File: src/hw/rtl/etsc_pkg.sv
// ----------------------------------------------------------------------------
// etsc_pkg
// Shared types and constants for the elapsed-time clock and speed controller.
// ----------------------------------------------------------------------------
package etsc_pkg;

  // request codes carried in req_type
  localparam logic [2:0] REQ_TICK       = 3'd0;
  localparam logic [2:0] REQ_SPEED_UP   = 3'd1;
  localparam logic [2:0] REQ_SPEED_DOWN = 3'd2;
  localparam logic [2:0] REQ_STOP       = 3'd3;
  localparam logic [2:0] REQ_RESUME     = 3'd4;
  localparam logic [2:0] REQ_CLEAR      = 3'd5;

  // configuration register indexes
  localparam logic CFG_TICKS_PER_SECOND = 1'b0;
  localparam logic CFG_DUTY_STEP        = 1'b1;

  localparam logic [15:0] TICKS_PER_SECOND_RESET = 16'd489;
  localparam logic [7:0]  DUTY_STEP_RESET        = 8'd25;
  localparam logic [7:0]  DUTY_LEVEL_RESET       = 8'd25;
  localparam logic [7:0]  DUTY_MAX               = 8'd255;

  localparam logic [3:0] ONES_MAX      = 4'd9;
  localparam logic [2:0] TENS_MAX      = 3'd5;
  localparam logic [3:0] HOUR_ONES_END = 4'd3;
  localparam logic [1:0] HOUR_TENS_END = 2'd2;

  typedef struct packed {
    logic [2:0] req_type;
    logic       presence;
  } in_t;

  typedef struct packed {
    logic [3:0] sec_ones;
    logic [2:0] sec_tens;
    logic [3:0] min_ones;
    logic [2:0] min_tens;
    logic [3:0] hour_ones;
    logic [1:0] hour_tens;
    logic [7:0] pwm_duty;
    logic       motor_on;
    logic       clock_running;
  } out_t;

endpackage

File: src/hw/rtl/exercise_timer_speed_controller_unit.sv
// ----------------------------------------------------------------------------
// exercise_timer_speed_controller_unit
// Elapsed-time clock in BCD plus PWM duty control, one request per beat.
// ----------------------------------------------------------------------------
//
//  channel | signals                      | dir | payload
//  --------+------------------------------+-----+------------------------------
//  in      | in_valid / in_ready          | in  | etsc_pkg::in_t (request)
//  out     | out_valid / out_ready        | out | etsc_pkg::out_t (status)
//  cfg     | cfg_valid / cfg_ready        | in  | cfg_index, cfg_data
//
//  The state update and the status word are formed in one
//  pass of logic and land in the state registers and the output register on
//  the accepting edge. The time keeping is held directly as BCD digits.
//  A new beat is taken every cycle while the output register is empty or
//  being drained; a stall on out holds the result and blocks in.
//  Synchronous reset restores the clock, duty and configuration defaults.
//  cfg is always ready.
module exercise_timer_speed_controller_unit (
  input  logic                clk,
  input  logic                rst,
  input  logic                in_valid,
  output logic                in_ready,
  input  etsc_pkg::in_t       in_data,
  output logic                out_valid,
  input  logic                out_ready,
  output etsc_pkg::out_t      out_data,
  input  logic                cfg_valid,
  output logic                cfg_ready,
  input  logic                cfg_index,
  input  logic [15:0]         cfg_data
);

  logic [15:0] ticks_per_second;
  logic [7:0]  duty_step;

  logic [15:0] prescale_count, prescale_count_next;
  logic [3:0]  sec_ones, sec_ones_next;
  logic [2:0]  sec_tens, sec_tens_next;
  logic [3:0]  min_ones, min_ones_next;
  logic [2:0]  min_tens, min_tens_next;
  logic [3:0]  hour_ones, hour_ones_next;
  logic [1:0]  hour_tens, hour_tens_next;
  logic [7:0]  duty_level, duty_level_next;
  logic        running, running_next;

  logic        in_fire;
  logic [15:0] prescale_inc;
  logic [8:0]  duty_sum;
  logic        sec_carry, min_carry;

  etsc_pkg::out_t result;

  assign cfg_ready = 1'b1;
  assign in_ready  = !out_valid || out_ready;
  assign in_fire   = in_valid && in_ready;

  always_ff @(posedge clk) begin
    if (rst) begin
      ticks_per_second <= etsc_pkg::TICKS_PER_SECOND_RESET;
      duty_step        <= etsc_pkg::DUTY_STEP_RESET;
    end else if (cfg_valid && cfg_ready) begin
      case (cfg_index)
        etsc_pkg::CFG_TICKS_PER_SECOND: ticks_per_second <= cfg_data;
        etsc_pkg::CFG_DUTY_STEP:        duty_step        <= cfg_data[7:0];
        default: ;
      endcase
    end
  end

  assign prescale_inc = prescale_count + 16'd1;
  assign duty_sum     = {1'b0, duty_level} + {1'b0, duty_step};
  assign sec_carry    = (sec_ones == etsc_pkg::ONES_MAX) && (sec_tens == etsc_pkg::TENS_MAX);
  assign min_carry    = (min_ones == etsc_pkg::ONES_MAX) && (min_tens == etsc_pkg::TENS_MAX);

  always_comb begin
    prescale_count_next = prescale_count;
    sec_ones_next       = sec_ones;
    sec_tens_next       = sec_tens;
    min_ones_next       = min_ones;
    min_tens_next       = min_tens;
    hour_ones_next      = hour_ones;
    hour_tens_next      = hour_tens;
    duty_level_next     = duty_level;
    running_next        = running;
    case (in_data.req_type)
      etsc_pkg::REQ_TICK: begin
        if (running) begin
          if (prescale_inc == ticks_per_second) begin
            prescale_count_next = '0;
            // seconds -> minutes -> hours ripple, hours wrap at 24
            if (sec_ones == etsc_pkg::ONES_MAX) begin
              sec_ones_next = '0;
              sec_tens_next = (sec_tens == etsc_pkg::TENS_MAX) ? 3'd0 : sec_tens + 3'd1;
            end else begin
              sec_ones_next = sec_ones + 4'd1;
            end
            if (sec_carry) begin
              if (min_ones == etsc_pkg::ONES_MAX) begin
                min_ones_next = '0;
                min_tens_next = (min_tens == etsc_pkg::TENS_MAX) ? 3'd0 : min_tens + 3'd1;
              end else begin
                min_ones_next = min_ones + 4'd1;
              end
              if (min_carry) begin
                if (hour_tens == etsc_pkg::HOUR_TENS_END &&
                    hour_ones == etsc_pkg::HOUR_ONES_END) begin
                  hour_ones_next = '0;
                  hour_tens_next = '0;
                end else if (hour_ones == etsc_pkg::ONES_MAX) begin
                  hour_ones_next = '0;
                  hour_tens_next = hour_tens + 2'd1;
                end else begin
                  hour_ones_next = hour_ones + 4'd1;
                end
              end
            end
          end else begin
            prescale_count_next = prescale_inc;
          end
        end
      end
      etsc_pkg::REQ_SPEED_UP: begin
        duty_level_next = duty_sum[8] ? etsc_pkg::DUTY_MAX : duty_sum[7:0];
      end
      etsc_pkg::REQ_SPEED_DOWN: begin
        duty_level_next = (duty_level > duty_step) ? duty_level - duty_step : 8'd0;
      end
      etsc_pkg::REQ_STOP: begin
        if (in_data.presence) running_next = 1'b0;
      end
      etsc_pkg::REQ_RESUME: begin
        if (in_data.presence) running_next = 1'b1;
      end
      etsc_pkg::REQ_CLEAR: begin
        // prescaler and run flag are left alone
        if (in_data.presence) begin
          sec_ones_next  = '0;
          sec_tens_next  = '0;
          min_ones_next  = '0;
          min_tens_next  = '0;
          hour_ones_next = '0;
          hour_tens_next = '0;
        end
      end
      default: ;
    endcase
  end

  always_comb begin
    result.sec_ones      = sec_ones_next;
    result.sec_tens      = sec_tens_next;
    result.min_ones      = min_ones_next;
    result.min_tens      = min_tens_next;
    result.hour_ones     = hour_ones_next;
    result.hour_tens     = hour_tens_next;
    result.pwm_duty      = in_data.presence ? duty_level_next : 8'd0;
    result.motor_on      = in_data.presence;
    result.clock_running = running_next;
  end

  always_ff @(posedge clk) begin
    if (rst) begin
      prescale_count <= '0;
      sec_ones       <= '0;
      sec_tens       <= '0;
      min_ones       <= '0;
      min_tens       <= '0;
      hour_ones      <= '0;
      hour_tens      <= '0;
      duty_level     <= etsc_pkg::DUTY_LEVEL_RESET;
      running        <= 1'b1;
    end else if (in_fire) begin
      prescale_count <= prescale_count_next;
      sec_ones       <= sec_ones_next;
      sec_tens       <= sec_tens_next;
      min_ones       <= min_ones_next;
      min_tens       <= min_tens_next;
      hour_ones      <= hour_ones_next;
      hour_tens      <= hour_tens_next;
      duty_level     <= duty_level_next;
      running        <= running_next;
    end
  end

  always_ff @(posedge clk) begin
    if (rst) begin
      out_valid <= 1'b0;
    end else if (in_fire) begin
      out_valid <= 1'b1;
    end else if (out_ready) begin
      out_valid <= 1'b0;
    end
  end

  always_ff @(posedge clk) begin
    if (in_fire) out_data <= result;
  end

  a_digits_in_range: assert property (@(posedge clk) disable iff (rst)
    sec_ones <= etsc_pkg::ONES_MAX && sec_tens <= etsc_pkg::TENS_MAX &&
    min_ones <= etsc_pkg::ONES_MAX && min_tens <= etsc_pkg::TENS_MAX &&
    (hour_tens < etsc_pkg::HOUR_TENS_END ||
     (hour_tens == etsc_pkg::HOUR_TENS_END && hour_ones <= etsc_pkg::HOUR_ONES_END)))
    else $error("time digits out of range");

  a_no_drive_without_presence: assert property (@(posedge clk) disable iff (rst)
    out_valid && !out_data.motor_on |-> out_data.pwm_duty == 8'd0)
    else $error("pwm duty nonzero without presence");

  a_stop_clears_run: assert property (@(posedge clk) disable iff (rst)
    in_fire && in_data.req_type == etsc_pkg::REQ_STOP && in_data.presence
    |=> !running && !out_data.clock_running)
    else $error("stop press did not halt the clock");

  a_stalled_blocks_input: assert property (@(posedge clk) disable iff (rst)
    out_valid && !out_ready |-> !in_ready)
    else $error("input taken while result is stalled");

  a_state_holds_idle: assert property (@(posedge clk) disable iff (rst)
    !$past(rst) && !$past(in_fire) |-> $stable(duty_level) && $stable(prescale_count))
    else $error("state changed without an accepted beat");

endmodule
File: config.mk
export PLATFORM = sky130hd
export DESIGN_NAME = exercise_timer_speed_controller_unit
export DESIGN_NICKNAME = d
export VERILOG_FILES = /design/src/hw/rtl/etsc_pkg.sv /design/src/hw/rtl/exercise_timer_speed_controller_unit.sv
export SDC_FILE = /design/constraint.sdc
export NUM_CORES = 1
export LEC_CHECK = 0
export BUFFER_PORTS_ARGS = -buffer_cell sky130_fd_sc_hd__buf_2
export CAP_MARGIN = 20
export CELL_PAD_IN_SITES_DETAIL_PLACEMENT = 0
export CELL_PAD_IN_SITES_GLOBAL_PLACEMENT = 1
export CORE_MARGIN = 2
export CORE_UTILIZATION = 31
export DETAILED_ROUTE_END_ITERATION = 16
export PLACE_DENSITY = 0.62
export SETUP_SLACK_MARGIN = 0.15
export SLEW_MARGIN = 20
export SYNTH_ARGS = -nofsm -noshare
export SYNTH_HDL_FRONTEND = slang
export SYNTH_SLANG_ARGS = --single-unit
File: constraint.sdc
create_clock -name clk -period 5.5 [get_ports clk]
set_clock_uncertainty 0.15 [all_clocks]
set_input_delay 0.275 -clock clk [delete_from_list [all_inputs] [get_ports clk]]
set_output_delay 0.275 -clock clk [all_outputs]
set_load 0.005 [all_outputs]
==> results.py, run 1 <==
metrics = {
    "run_status": {
        "outcome": "completed",
    },
    "floorplan": {
        "io_pins": 59,
        "initial_core_util_pct": 31.67,
        "dieArea_um2": 21030,
        "placementRows": 51,
        "die_h_um": 145.0,
        "die_x_um": 145.0,
        "coreArea_um2": 19460,
    },
    "route": {
        "avgRoutedWirePerCell_um": 16.06,
        "wirelength_mm": 17.01,
        "via_count": 5629,
        "drc": 0,
        "ant_nets": 0,
        "dr.pass1.iters": 5,
        "drt_iter0_markers": 413,
        "avgViaCountPerCell": 5.315,
    },
    "sta": {
        "slew-limit-headroom_pct": 38.21,
        "finalSetupViolations": 0,
        "rsz0062_at_grt": "no",
        "setup_slack_ns": 1.639,
        "worstMarginPinSlew_ns": 0.9212,
        "hold_viol": 0,
        "drv_slew": 0,
        "fin_crit_ns": 3.861,
        "min_period_over_period_pct": 70.20,
        "max_freq_mhz": 259.0,
        "tns_ns": 0,
    },
    "placement": {
        "io_buffers": 57,
        "dp_hpwl_mm": 11.91,
        "gp_congestion": 0.8852,
        "placed_cells": 1039,
        "place_ws_ns": 1.666,
    },
    "layout": {
        "nNetsFinal": 839,
        "drive_above_1_share_pct": 11.84,
        "final_util_pct": 35.58,
        "layout.cells.non_filler": 1059,
        "fillers": 2020,
        "regArea_um2": 2302,
        "multiInputGateArea_um2": 3516,
        "antenna-diode-count": 0,
        "syn2layout_area_growth_pct": 12.34,
    },
    "power_and_ir_drop": {
        "swShare_pct": 27.94,
        "peakVddDrop_v": 0.0001418,
        "power.density_nw_per_um2": 238.9,
        "p_seq_share_pct": 48.9,
        "p_leak_uw": 0.002487,
        "p_int_uw": 1192,
        "comb_power_share_pct": 14.4,
        "power_frac_clock_pct": 36.7,
        "switching_power_uw": 462.2,
    },
    "worst_setup_path": {
        "startpoint_type": "flop",
        "worstPathRequired_ns": 5.55,
        "worstPathArrival_ns": 3.91,
        "crit_slowest_cell": "nor4_4",
        "startpoint": "prescale_count[0]$_SDFFE_PP0P_",
        "end_kind": "flop",
        "crit_chain": "ha_1 -> nand3_1 -> nor4_1 -> xnor2_1 -> o2111ai_1 -> nor4_4 -> buf_12 -> nand3_1 -> or4_1 -> o21ai_0",
        "max_stage_delay_ns": 0.58,
        "r2r-start": "prescale_count[0]$_SDFFE_PP0P_",
        "cp_max_fo": 32,
        "path_class": "flop to flop",
        "crit_top_cell": "nand3_1",
    },
    "synth": {
        "ys_async_sr_fraction_pct": 0,
        "ys_seq_area_share_pct": 37.35,
        "netlist_area_um2": 6165,
        "yosysUniqueCellTypes": 69,
        "synth_seq_cells": 100,
        "yosys_warnings": 0,
        "synth-edff-count": 30,
        "netlist_instances": 767,
        "synth_ff_type": "dfxtp_1",
        "avgSynthCellArea_um2": 8.037,
        "synth_nets": 817,
    },
    "global_route": {
        "grt_pass1_vias": 5278,
        "grt_antenna_before_repair": 0,
        "grtUsageTotal_pct": 16.04,
        "grt_first_pass_wirelength_mm": 27.76,
        "grt_max_degree": 50,
        "globalRoute.totalOverflow": 0,
    },
    "clock_tree": {
        "cts_setup_buffers": 0,
        "cts-hold-fix-buffers": 4,
        "clk_latency_ns": 0.35,
        "path_clk_slew_ns": 0.07,
        "cts_sinks": 100,
        "cts_tree": "built",
        "cts_resized": 0,
        "numCtsBuffers": 9,
        "clockBufferDepth": 2,
        "root_buffer": "clkbuf_16",
        "cts_htree_levels": 3,
    },
    "hold_path": {
        "min_path_type": "input pin to flop",
        "hold_start": "cfg_data[15]",
    },
    "job": {
        "max_cap_violations": 0,
    },
}
cells in the final DEF (no fill, tap or decap), drive strengths merged, types with 22 or more instances in the layout:
cell / netlist / routed
dfxtp: 70 / 70
edfxtp: 30 / 30
ha: 22 / 22
nor2: 37 / 37
nand2: 97 / 97
inv: 31 / 32
a21oi: 74 / 74
o21ai: 60 / 60
buf: 17 / 63
nand3: 43 / 43
layer usage:
metal | track usage (%) | wire length, um | up-vias
met1 | 22.09 | 8203 | 2647
li1 | - | - | 2827
met4 | 4.901 | 347 | 0
met2 | 25.36 | 7709 | 137
met5 | 0 | 0 | -
met3 | 3.208 | 751 | 18
path summary, 6_finish.rpt:
check,to,slack (ns),cells after the start
max,out_data[12]$_DFFE_PP_,1.64,10
min,ticks_per_second[15]$_SDFFE_PP0P_,0.007,3
max reg2reg,out_data[12]$_DFFE_PP_,1.64,10
min reg2reg,ticks_per_second[14]$_SDFFE_PP0P_,0.33,2
through the flow:
stage | area [um^2] | hold WS, ns | power (uW)
finish | 6925 | 0.007482 | 1654
detailed placement | 6606 | 0.3208 | 1060
floorplan | 6165 | 0.2239 | 984.8
global placement | 6606 | 0.3118 | 1059
global route | 6925 | 0.02409 | 1736
CTS | 6923 | 0.0003539 | 1674
cells in the mapped netlist, types with 11 or more instances:
master,instances,area (um^2)
edfxtp_1,30,900.9
ha_1,22,275.3
o21ai_0,58,290.3
a21oi_1,74,370.4
nor2b_1,16,100.1
o211ai_1,14,105.1
nand2b_1,11,68.82
or3_1,18,112.6
nor2_1,37,138.9
nand3_1,41,205.2
a31oi_1,15,93.84
nor3_1,15,75.07
inv_1,31,116.4
nand4_1,13,81.33
or4_1,14,105.1
dfxtp_1,70,1401
xnor2_1,17,148.9
nand2_1,97,364.1
clkbuf_1,39,146.4
logic make-up after synthesis:
logic type	Yosys count	share of synthesized area, %
AND/OR/NAND/NOR	309	26.28
AO/OA/AOI/OAI	215	20.89
flip-flops	100	37.35
buffers and inverters	87	5.805
XOR/XNOR	26	3.694
adder cells (fa/ha/maj)	24	5.115
multiplexers	5	0.8119
other	1	0.06083
cell type report:
class / count / area share, %
multi-input combinational: 580 / 50.77
sequential: 100 / 33.24
timing repair buffer: 67 / 5.528
tap: 265 / 4.788
clock buffer: 10 / 3.306
inverter: 31 / 1.680
clock inverter: 6 / 0.6865
power groups by stage:
stage	combinational (uW)	sequential, uW	clock [uW]
finish	238	809	608
global route	265	813	658
CTS	237	809	627
detailed placement	234	826	0
global placement	233	826	0
floorplan	164	820	0
critical path, delay by kind of cell, from the launching register on:
kind | cells | cell delay (ns)
buffers and inverters | 1 | 0.26
xor gates and xnor gates | 1 | 0.16
DFF | 1 | 0.43
adders and majority gates | 1 | 0.30
and+or+nand+nor | 5 | 2.08
AOI/OAI and AO/OA | 2 | 0.31
registers in the layout, indices dropped and copies added, names as in the netlist, 2 cells and up:
| signal | cells |
|---|---|
| prescale_count | 16 |
| duty_level | 8 |
| sec_tens | 3 |
| duty_step | 8 |
| hour_ones | 4 |
| sec_ones | 4 |
| hour_tens | 2 |
| min_ones | 4 |
| ticks_per_second | 16 |
| out_data | 30 |
| min_tens | 3 |
Note: power is estimated with default switching activity, not from simulation.
==> inputs of run 2 (changes only) <==
--- a/config.mk
+++ b/config.mk
@@ -5,6 +5,7 @@
 export SDC_FILE = /design/constraint.sdc
 export NUM_CORES = 1
 export LEC_CHECK = 0
+export ABC_AREA = 1
 export BUFFER_PORTS_ARGS = -buffer_cell sky130_fd_sc_hd__buf_2
 export CAP_MARGIN = 20
 export CELL_PAD_IN_SITES_DETAIL_PLACEMENT = 0
@@ -12,7 +13,7 @@
 export CORE_MARGIN = 2
 export CORE_UTILIZATION = 31
 export DETAILED_ROUTE_END_ITERATION = 16
-export PLACE_DENSITY = 0.62
+export PLACE_DENSITY = 0.66
 export SETUP_SLACK_MARGIN = 0.15
 export SLEW_MARGIN = 20
 export SYNTH_ARGS = -nofsm -noshare
==> constraint.sdc (replaced) <==
create_clock -name clk -period 3.4 [get_ports clk]
set_clock_uncertainty 0.15 [all_clocks]
set_input_delay 0.17 -clock clk [delete_from_list [all_inputs] [get_ports clk]]
set_output_delay 0.17 -clock clk [all_outputs]
set_load 0.005 [all_outputs]
==> run 2 against run 1 <==
Net effect:
- non-clock buffer count up 18
- core utilization up 1.2 points
- first-iteration DRC count down 7.7%
- register-to-register slack worse by 1.2 ns
- via count up 8.5%
- sequential share of layout area down 2.3 points
- largest cell class unchanged
- largest power group unchanged
==> results.py, run 2 <==
metrics = {
    "clock_tree": {
        "cts_tree": "built",
        "cts_resized": 0,
        "clk_latency_ns": 0.36,
        "root_buffer": "clkbuf_16",
        "cts_sinks": 100,
        "clockBufferDepth": 2,
        "cts_setup_buffers": 0,
        "numCtsBuffers": 9,
        "path_clk_slew_ns": 0.07,
        "cts_htree_levels": 3,
    },
    "synth": {
        "netlist.area_leader.share_pct": 21.94,
        "synth_top_area_cell": "dfxtp_1",
        "ys_async_sr_fraction_pct": 0,
        "synthTopCellsByCount": "nand2_1 (271), inv_1 (131), nand3_1 (103)",
        "netlist_area_um2": 6386,
        "synthMostInstantiatedCell": "nand2_1",
        "avgSynthCellArea_um2": 6.787,
        "synth_seq_cells": 100,
        "ys_seq_area_share_pct": 36.05,
        "synth_ff_type": "dfxtp_1",
        "synth.area.top_cells": "dfxtp_1 (22%), nand2_1 (16%), edfxtp_1 (14%)",
        "yosys_warnings": 0,
        "yosysUniqueCellTypes": 42,
        "synth_nets": 991,
        "netlist_instances": 941,
        "synth-edff-count": 30,
    },
    "global_route": {
        "grt_antenna_before_repair": 0,
        "grt_pass1_vias": 5839,
        "grt_max_degree": 40,
        "grtUsageTotal_pct": 17.55,
        "grt_first_pass_wirelength_mm": 30.25,
        "globalRoute.totalOverflow": 0,
    },
    "placement": {
        "place_ws_ns": 0.4730,
        "dp_hpwl_mm": 13.33,
        "dpl-instance-area_um2": 6990,
        "io_buffers": 57,
        "gp_congestion": 0.8434,
    },
    "sta": {
        "rsz0062_at_grt": "no",
        "max_freq_mhz": 341.0,
        "slew-limit-headroom_pct": 43.34,
        "fin_crit_ns": 2.933,
        "tns_ns": 0,
        "setup_slack_ns": 0.4670,
        "min_period_over_period_pct": 86.26,
        "finalSetupViolations": 0,
        "worstMarginPinSlew_ns": 0.8489,
        "hold_viol": 0,
        "drv_slew": 0,
    },
    "layout": {
        "multiInputGateArea_um2": 3456,
        "largest_register_ffs": 30,
        "layout_commonest_cell": "nand2_1",
        "syn2layout_area_growth_pct": 16.56,
        "antenna-diode-count": 0,
        "nNetsFinal": 1061,
        "layout_common_cells": "nand2_1 (271), inv_1 (131), nand3_1 (103), dfxtp_1 (70), a21oi_1 (69)",
        "drive_above_1_share_pct": 11.13,
        "regArea_um2": 2302,
        "largestRegisters": "out_data (30), prescale_count (16), ticks_per_second (16)",
        "regMostFlops": "out_data",
        "final_cell_area_um2": 7443,
        "fillers": 2222,
        "final_util_pct": 36.79,
    },
    "worst_setup_path": {
        "end_kind": "flop",
        "r2r_slack_ns": 0.47,
        "crit_top_cell": "nand2_1",
        "max_stage_delay_ns": 0.44,
        "reg2reg_to": "out_data[14]$_DFFE_PP_",
        "reg2regPathDepth": 14,
        "startpoint_type": "flop",
        "cp_max_fo": 12,
        "r2r-start": "prescale_count[0]$_SDFFE_PP0P_",
        "worstPathArrival_ns": 2.90,
        "path_class": "flop to flop",
        "crit_slowest_cell": "dfxtp_1",
        "crit_chain": "ha_1 -> nand2_2 -> nor2_4 -> nand2_1 -> nand3_1 -> nand3_1 -> nor2_1 -> nand2_1 -> nor2_4 -> nand4_4 -> o21ai_0 -> nand2_1 -> nand2_1 -> inv_1",
        "worstPathRequired_ns": 3.37,
    },
    "route": {
        "drt_iter0_markers": 381,
        "drc": 0,
        "dr.pass1.iters": 7,
        "avgRoutedWirePerCell_um": 14.41,
        "wirelength_mm": 18.52,
        "avgViaCountPerCell": 4.754,
        "ant_nets": 0,
        "via_count": 6109,
    },
    "floorplan": {
        "dieArea_um2": 21770,
        "io_pins": 59,
        "die_h_um": 147.5,
        "placementRows": 52,
        "initial_core_util_pct": 31.56,
        "die_x_um": 147.5,
        "coreArea_um2": 20230,
    },
    "power_and_ir_drop": {
        "p_leak_uw": 0.003505,
        "power.density_nw_per_um2": 400.5,
        "peakVddDrop_v": 0.0002226,
    },
    "hold_path": {
        "min_path_type": "input pin to flop",
        "min_to": "ticks_per_second[12]$_SDFFE_PP0P_",
        "hold_path_depth": 3,
        "hold_start": "cfg_data[12]",
    },
    "run_status": {
        "outcome": "completed",
    },
    "job": {
        "max_cap_violations": 0,
    },
}
run 2: cell types whose count changed in the layout (fill, tap and decap cells not counted), moves of 13 or more:
cell	before	now
or3_1	18	0
xnor2_1	17	1
dlygate4sd3_1	4	17
nand3_1	41	103
nor2_1	37	57
nor2b_1	15	0
inv_1	30	131
nand2_1	97	271
or4_1	14	0
run 2: worst max path at each step:
stage	start	endpoint	slack [ns]	cells after the start
CTS	prescale_count[0]$_SDFFE_PP0P_	out_data[14]$_DFFE_PP_	0.45	14
floorplan	duty_level[0]$_SDFFE_PP1P_	out_data[3]$_SDFFCE_PN0P_	0.94	17
detailed placement	prescale_count[0]$_SDFFE_PP0P_	out_data[14]$_DFFE_PP_	0.47	14
finish	prescale_count[0]$_SDFFE_PP0P_	out_data[14]$_DFFE_PP_	0.47	14
global route	prescale_count[0]$_SDFFE_PP0P_	hour_tens[1]$_SDFFE_PP0P_	0.19	15
global placement	prescale_count[0]$_SDFFE_PP0P_	out_data[14]$_DFFE_PP_	0.50	14
run 2: power breakdown:
part,internal (uW),switching (uW)
Clock,565,474
Sequential,1310,55.5
Combinational,208,367
Total,2080,897
run 2: worst max-delay path: cells and delay by family, from the launching register on:
family,cells,cell delay (ns)
AND/OR/NAND/NOR,11,1.57
flip-flops,1,0.44
adder cells (fa/ha/maj),1,0.24
AO/OA/AOI/OAI,1,0.22
buffers and inverters,1,0.06
run 2: area by class of cell:
| cell class | count | share of cell area, % |
|---|---|---|
| flip-flops and latches | 100 | 30.93 |
| well taps | 270 | 4.539 |
| repair buffers | 85 | 7.396 |
| clock buffers | 10 | 3.076 |
| clock inverters | 5 | 0.7228 |
| inverters | 137 | 6.909 |
| multi-input cells | 678 | 46.43 |
run 2: through the flow:
stage	instances	hold slack, ns	total power (uW)
CTS	1285	0.03113	3014
floorplan	941	0.1189	1766
global placement	1253	0.2472	1964
global route	1285	0.05333	3144
detailed placement	1253	0.2480	1958
finish	1285	0.007772	2981
run 2: cell families (layout without fill, tap and decap cells):
group | Yosys count | count (layout) | synth area share (%)
xor+xnor | 11 | 11 | 1.509
compound gates | 149 | 149 | 12.42
buf+inv | 163 | 237 | 9.835
simple gates | 493 | 493 | 35.19
flops | 100 | 100 | 36.05
other cells | 1 | 1 | 0.05872
fa+ha+maj | 24 | 24 | 4.937
run 2: what timing repair did:
item | in CTS | in global routing
hold buffers | 17 | 0
setup endpoints to repair | 0 | 0
endpoints found under the hold margin | 23 | 0
run 2: per-layer routing:
| layer | global-route usage, % | wire length, um | vias up |
|---|---|---|---|
| li1 | - | - | 3208 |
| met3 | 3.179 | 612 | 18 |
| met1 | 23.33 | 8920 | 2786 |
| met4 | 3.750 | 219 | 0 |
| met2 | 29.84 | 8772 | 97 |
| met5 | 0 | 0 | - |
==> inputs of run 3 (changes only) <==
==> constraint.sdc (replaced) <==
create_clock -name clk -period 2.6 [get_ports clk]
set_clock_uncertainty 0.15 [all_clocks]
set_input_delay 0.13 -clock clk [delete_from_list [all_inputs] [get_ports clk]]
set_output_delay 0.13 -clock clk [all_outputs]
set_load 0.005 [all_outputs]
==> run 3 against run 2 <==
Net effect:
- combinational power up 75%
- global-route usage rose by 1.0 points
- sequential cell count stayed put
- hold slack better by 0.025 ns
- cell area grew 22%
- power is 40% higher
- die area is the same
- critical endpoint is now out_data[2]$_SDFFCE_PN0P_
- count of clock-buffer cells in the layout fell by 1
==> results.py, run 3 (same netlist as run 2, synthesis figures left out) <==
metrics = {
    "floorplan": {
        "initial_core_util_pct": 31.56,
        "dieArea_um2": 21770,
        "coreArea_um2": 20230,
        "die_h_um": 147.5,
        "io_pins": 59,
        "placementRows": 52,
        "die_x_um": 147.5,
    },
    "sta": {
        "finalSetupViolations": 0,
        "slew-limit-headroom_pct": 56.63,
        "setup_slack_ns": 0.05074,
        "rsz0062_at_grt": "yes",
        "worstMarginPinSlew_ns": 0.6506,
        "min_period_over_period_pct": 98.05,
        "hold_viol": 0,
        "drv_slew": 0,
        "max_freq_mhz": 392.3,
        "fin_crit_ns": 2.549,
    },
    "worst_setup_path": {
        "worstPathArrival_ns": 2.52,
        "worstPathRequired_ns": 2.57,
        "end_kind": "flop",
        "startpoint": "duty_level[0]$_SDFFE_PP1P_",
        "r2r-start": "duty_level[0]$_SDFFE_PP1P_",
        "cp_max_fo": 6,
        "startpoint_type": "flop",
        "reg2reg_to": "out_data[2]$_SDFFCE_PN0P_",
        "reg2regPathDepth": 18,
        "path_class": "flop to flop",
        "r2r_slack_ns": 0.05,
    },
    "global_route": {
        "globalRoute.totalOverflow": 0,
        "grtUsageTotal_pct": 18.58,
        "grt_first_pass_wirelength_mm": 32.17,
        "grt_max_degree": 40,
        "grt_pass1_vias": 6515,
        "grt_antenna_before_repair": 0,
    },
    "route": {
        "drt_iter0_markers": 369,
        "avgViaCountPerCell": 4.803,
        "drc": 0,
        "avgRoutedWirePerCell_um": 14.59,
        "dr.pass1.iters": 6,
        "ant_nets": 0,
        "wirelength_mm": 20.18,
        "via_count": 6643,
    },
    "clock_tree": {
        "clk_latency_ns": 0.36,
        "root_buffer": "clkbuf_16",
        "clockBufferDepth": 2,
        "cts_tree": "built",
        "cts_htree_levels": 3,
        "cts_sinks": 100,
        "path_clk_slew_ns": 0.07,
        "numCtsBuffers": 9,
    },
    "placement": {
        "place_ws_ns": -0.1540,
        "gp_congestion": 0.9362,
        "dp_hpwl_mm": 13.83,
        "dpl-instance-area_um2": 7436,
        "io_buffers": 57,
    },
    "layout": {
        "regMostFlops": "out_data",
        "drive_above_1_share_pct": 34.23,
        "largest_register_ffs": 30,
        "layout_common_cells": "nand2_1 (214), inv_1 (123), buf_4 (85), dfxtp_1 (60), buf_2 (57)",
        "syn2layout_area_growth_pct": 42.40,
        "layout_commonest_cell": "nand2_1",
        "final_cell_area_um2": 9094,
        "nNetsFinal": 1158,
        "antenna-diode-count": 0,
        "largestRegisters": "out_data (30), prescale_count (16), ticks_per_second (16)",
    },
    "power_and_ir_drop": {
        "swShare_pct": 31.12,
        "switching_power_uw": 1303,
        "power_frac_clock_pct": 33.2,
        "comb_power_share_pct": 24.2,
        "peakVddDrop_v": 0.0003601,
        "p_seq_share_pct": 42.5,
        "power.density_nw_per_um2": 460.2,
        "p_leak_uw": 0.004217,
        "p_int_uw": 2883,
    },
    "hold_path": {
        "min_to": "out_data[8]$_SDFFCE_PN0P_",
        "hold_start": "in_data[0]",
        "min_path_type": "input pin to flop",
        "hold_path_depth": 3,
    },
    "job": {
        "max_cap_violations": 0,
    },
    "run_status": {
        "outcome": "completed",
    },
}
==> run 3: cell count changes in the layout (fill, tap and decap cells not counted), moves of 13 or more <==
cell,previous run,this run
nand3_2,4,46
nand2_4,0,13
buf_4,10,85
buf_6,0,15
nand2_1,271,214
nand2_2,7,51
a21oi_2,0,20
a21oi_1,69,49
nand3_1,103,53
==> run 3: stage by stage <==
step | total power (uW) | utilization (%) | instances | hold slack, ns | setup TNS [ns]
after floorplan | 2311 | - | 941 | 0.07887 | 0
after global placement | 2647 | 36.75 | 1312 | 0.1992 | -0.5630
after global routing | 4418 | 44.94 | 1383 | 0.05874 | -2.063
after CTS | 4139 | 41.71 | 1370 | 0.02147 | 0
after detailed placement | 2645 | 36.75 | 1312 | 0.2080 | -1.503
final | 4185 | 44.94 | 1383 | 0.03239 | 0
==> run 3: worst max path at each step <==
stage	endpoint	slack (ns)	cells past startpoint
global placement	out_data[3]$_SDFFCE_PN0P_	-0.08	18
global route	hour_tens[1]$_SDFFE_PP0P_	-0.12	17
finish	out_data[2]$_SDFFCE_PN0P_	0.05	18
detailed placement	out_data[3]$_SDFFCE_PN0P_	-0.15	18
floorplan	out_data[10]$_DFFE_PP_	0.15	17
CTS	out_data[6]$_SDFFCE_PN0P_	0.03	19
==> run 3: area by class of cell <==
cell class	instances	area, um^2
Fill cell	2038	11140
Clock inverter	7	67.56
Inverter	137	516.7
Clock buffer	9	225.2
Tap cell	270	337.8
Sequential cell	100	2320
Multi-Input combinational cell	679	4234
Timing Repair Buffer	181	1393
==> run 3: timing repair <==
item	4_1_cts	5_1_grt
gates resized for setup	99	137
hold buffers	18	0
endpoints found under the setup margin	72	72
gates cloned	1	1
buffers inserted	23	12
endpoints found under the hold margin	26	0
pin swaps	64	91
==> run 3: metal layers <==
layer	up-vias	share of wire [%]	global-route usage [%]
met5	-	0	0
met4	0	2.0	5.433
met3	20	2.6	2.623
met2	96	48	32.44
met1	3118	47	23.89
li1	3409	-	-
==> run 3: worst max-delay path, stage by stage (launching register included) <==
cell and delay [ns]:
dfxtp_2 0.33, buf_6 0.11, inv_4 0.05, ha_4 0.12
inv_2 0.04, fa_2 0.34, nand3_2 0.07, nand3_2 0.07
nand2_2 0.07, nand2_2 0.05, a21oi_2 0.13, nor2_1 0.08
o21ai_1 0.14, nand2_1 0.11, nand2_4 0.12, buf_4 0.12
o221ai_2 0.10, nand2_1 0.07, inv_1 0.03
==> run 3: power by group through the flow <==
stage	combinational (uW)	clock [uW]	sequential [uW]
floorplan	504	0	1810
global placement	831	0	1820
detailed placement	830	0	1820
CTS	928	1430	1780
global route	1130	1490	1790
finish	1010	1390	1780
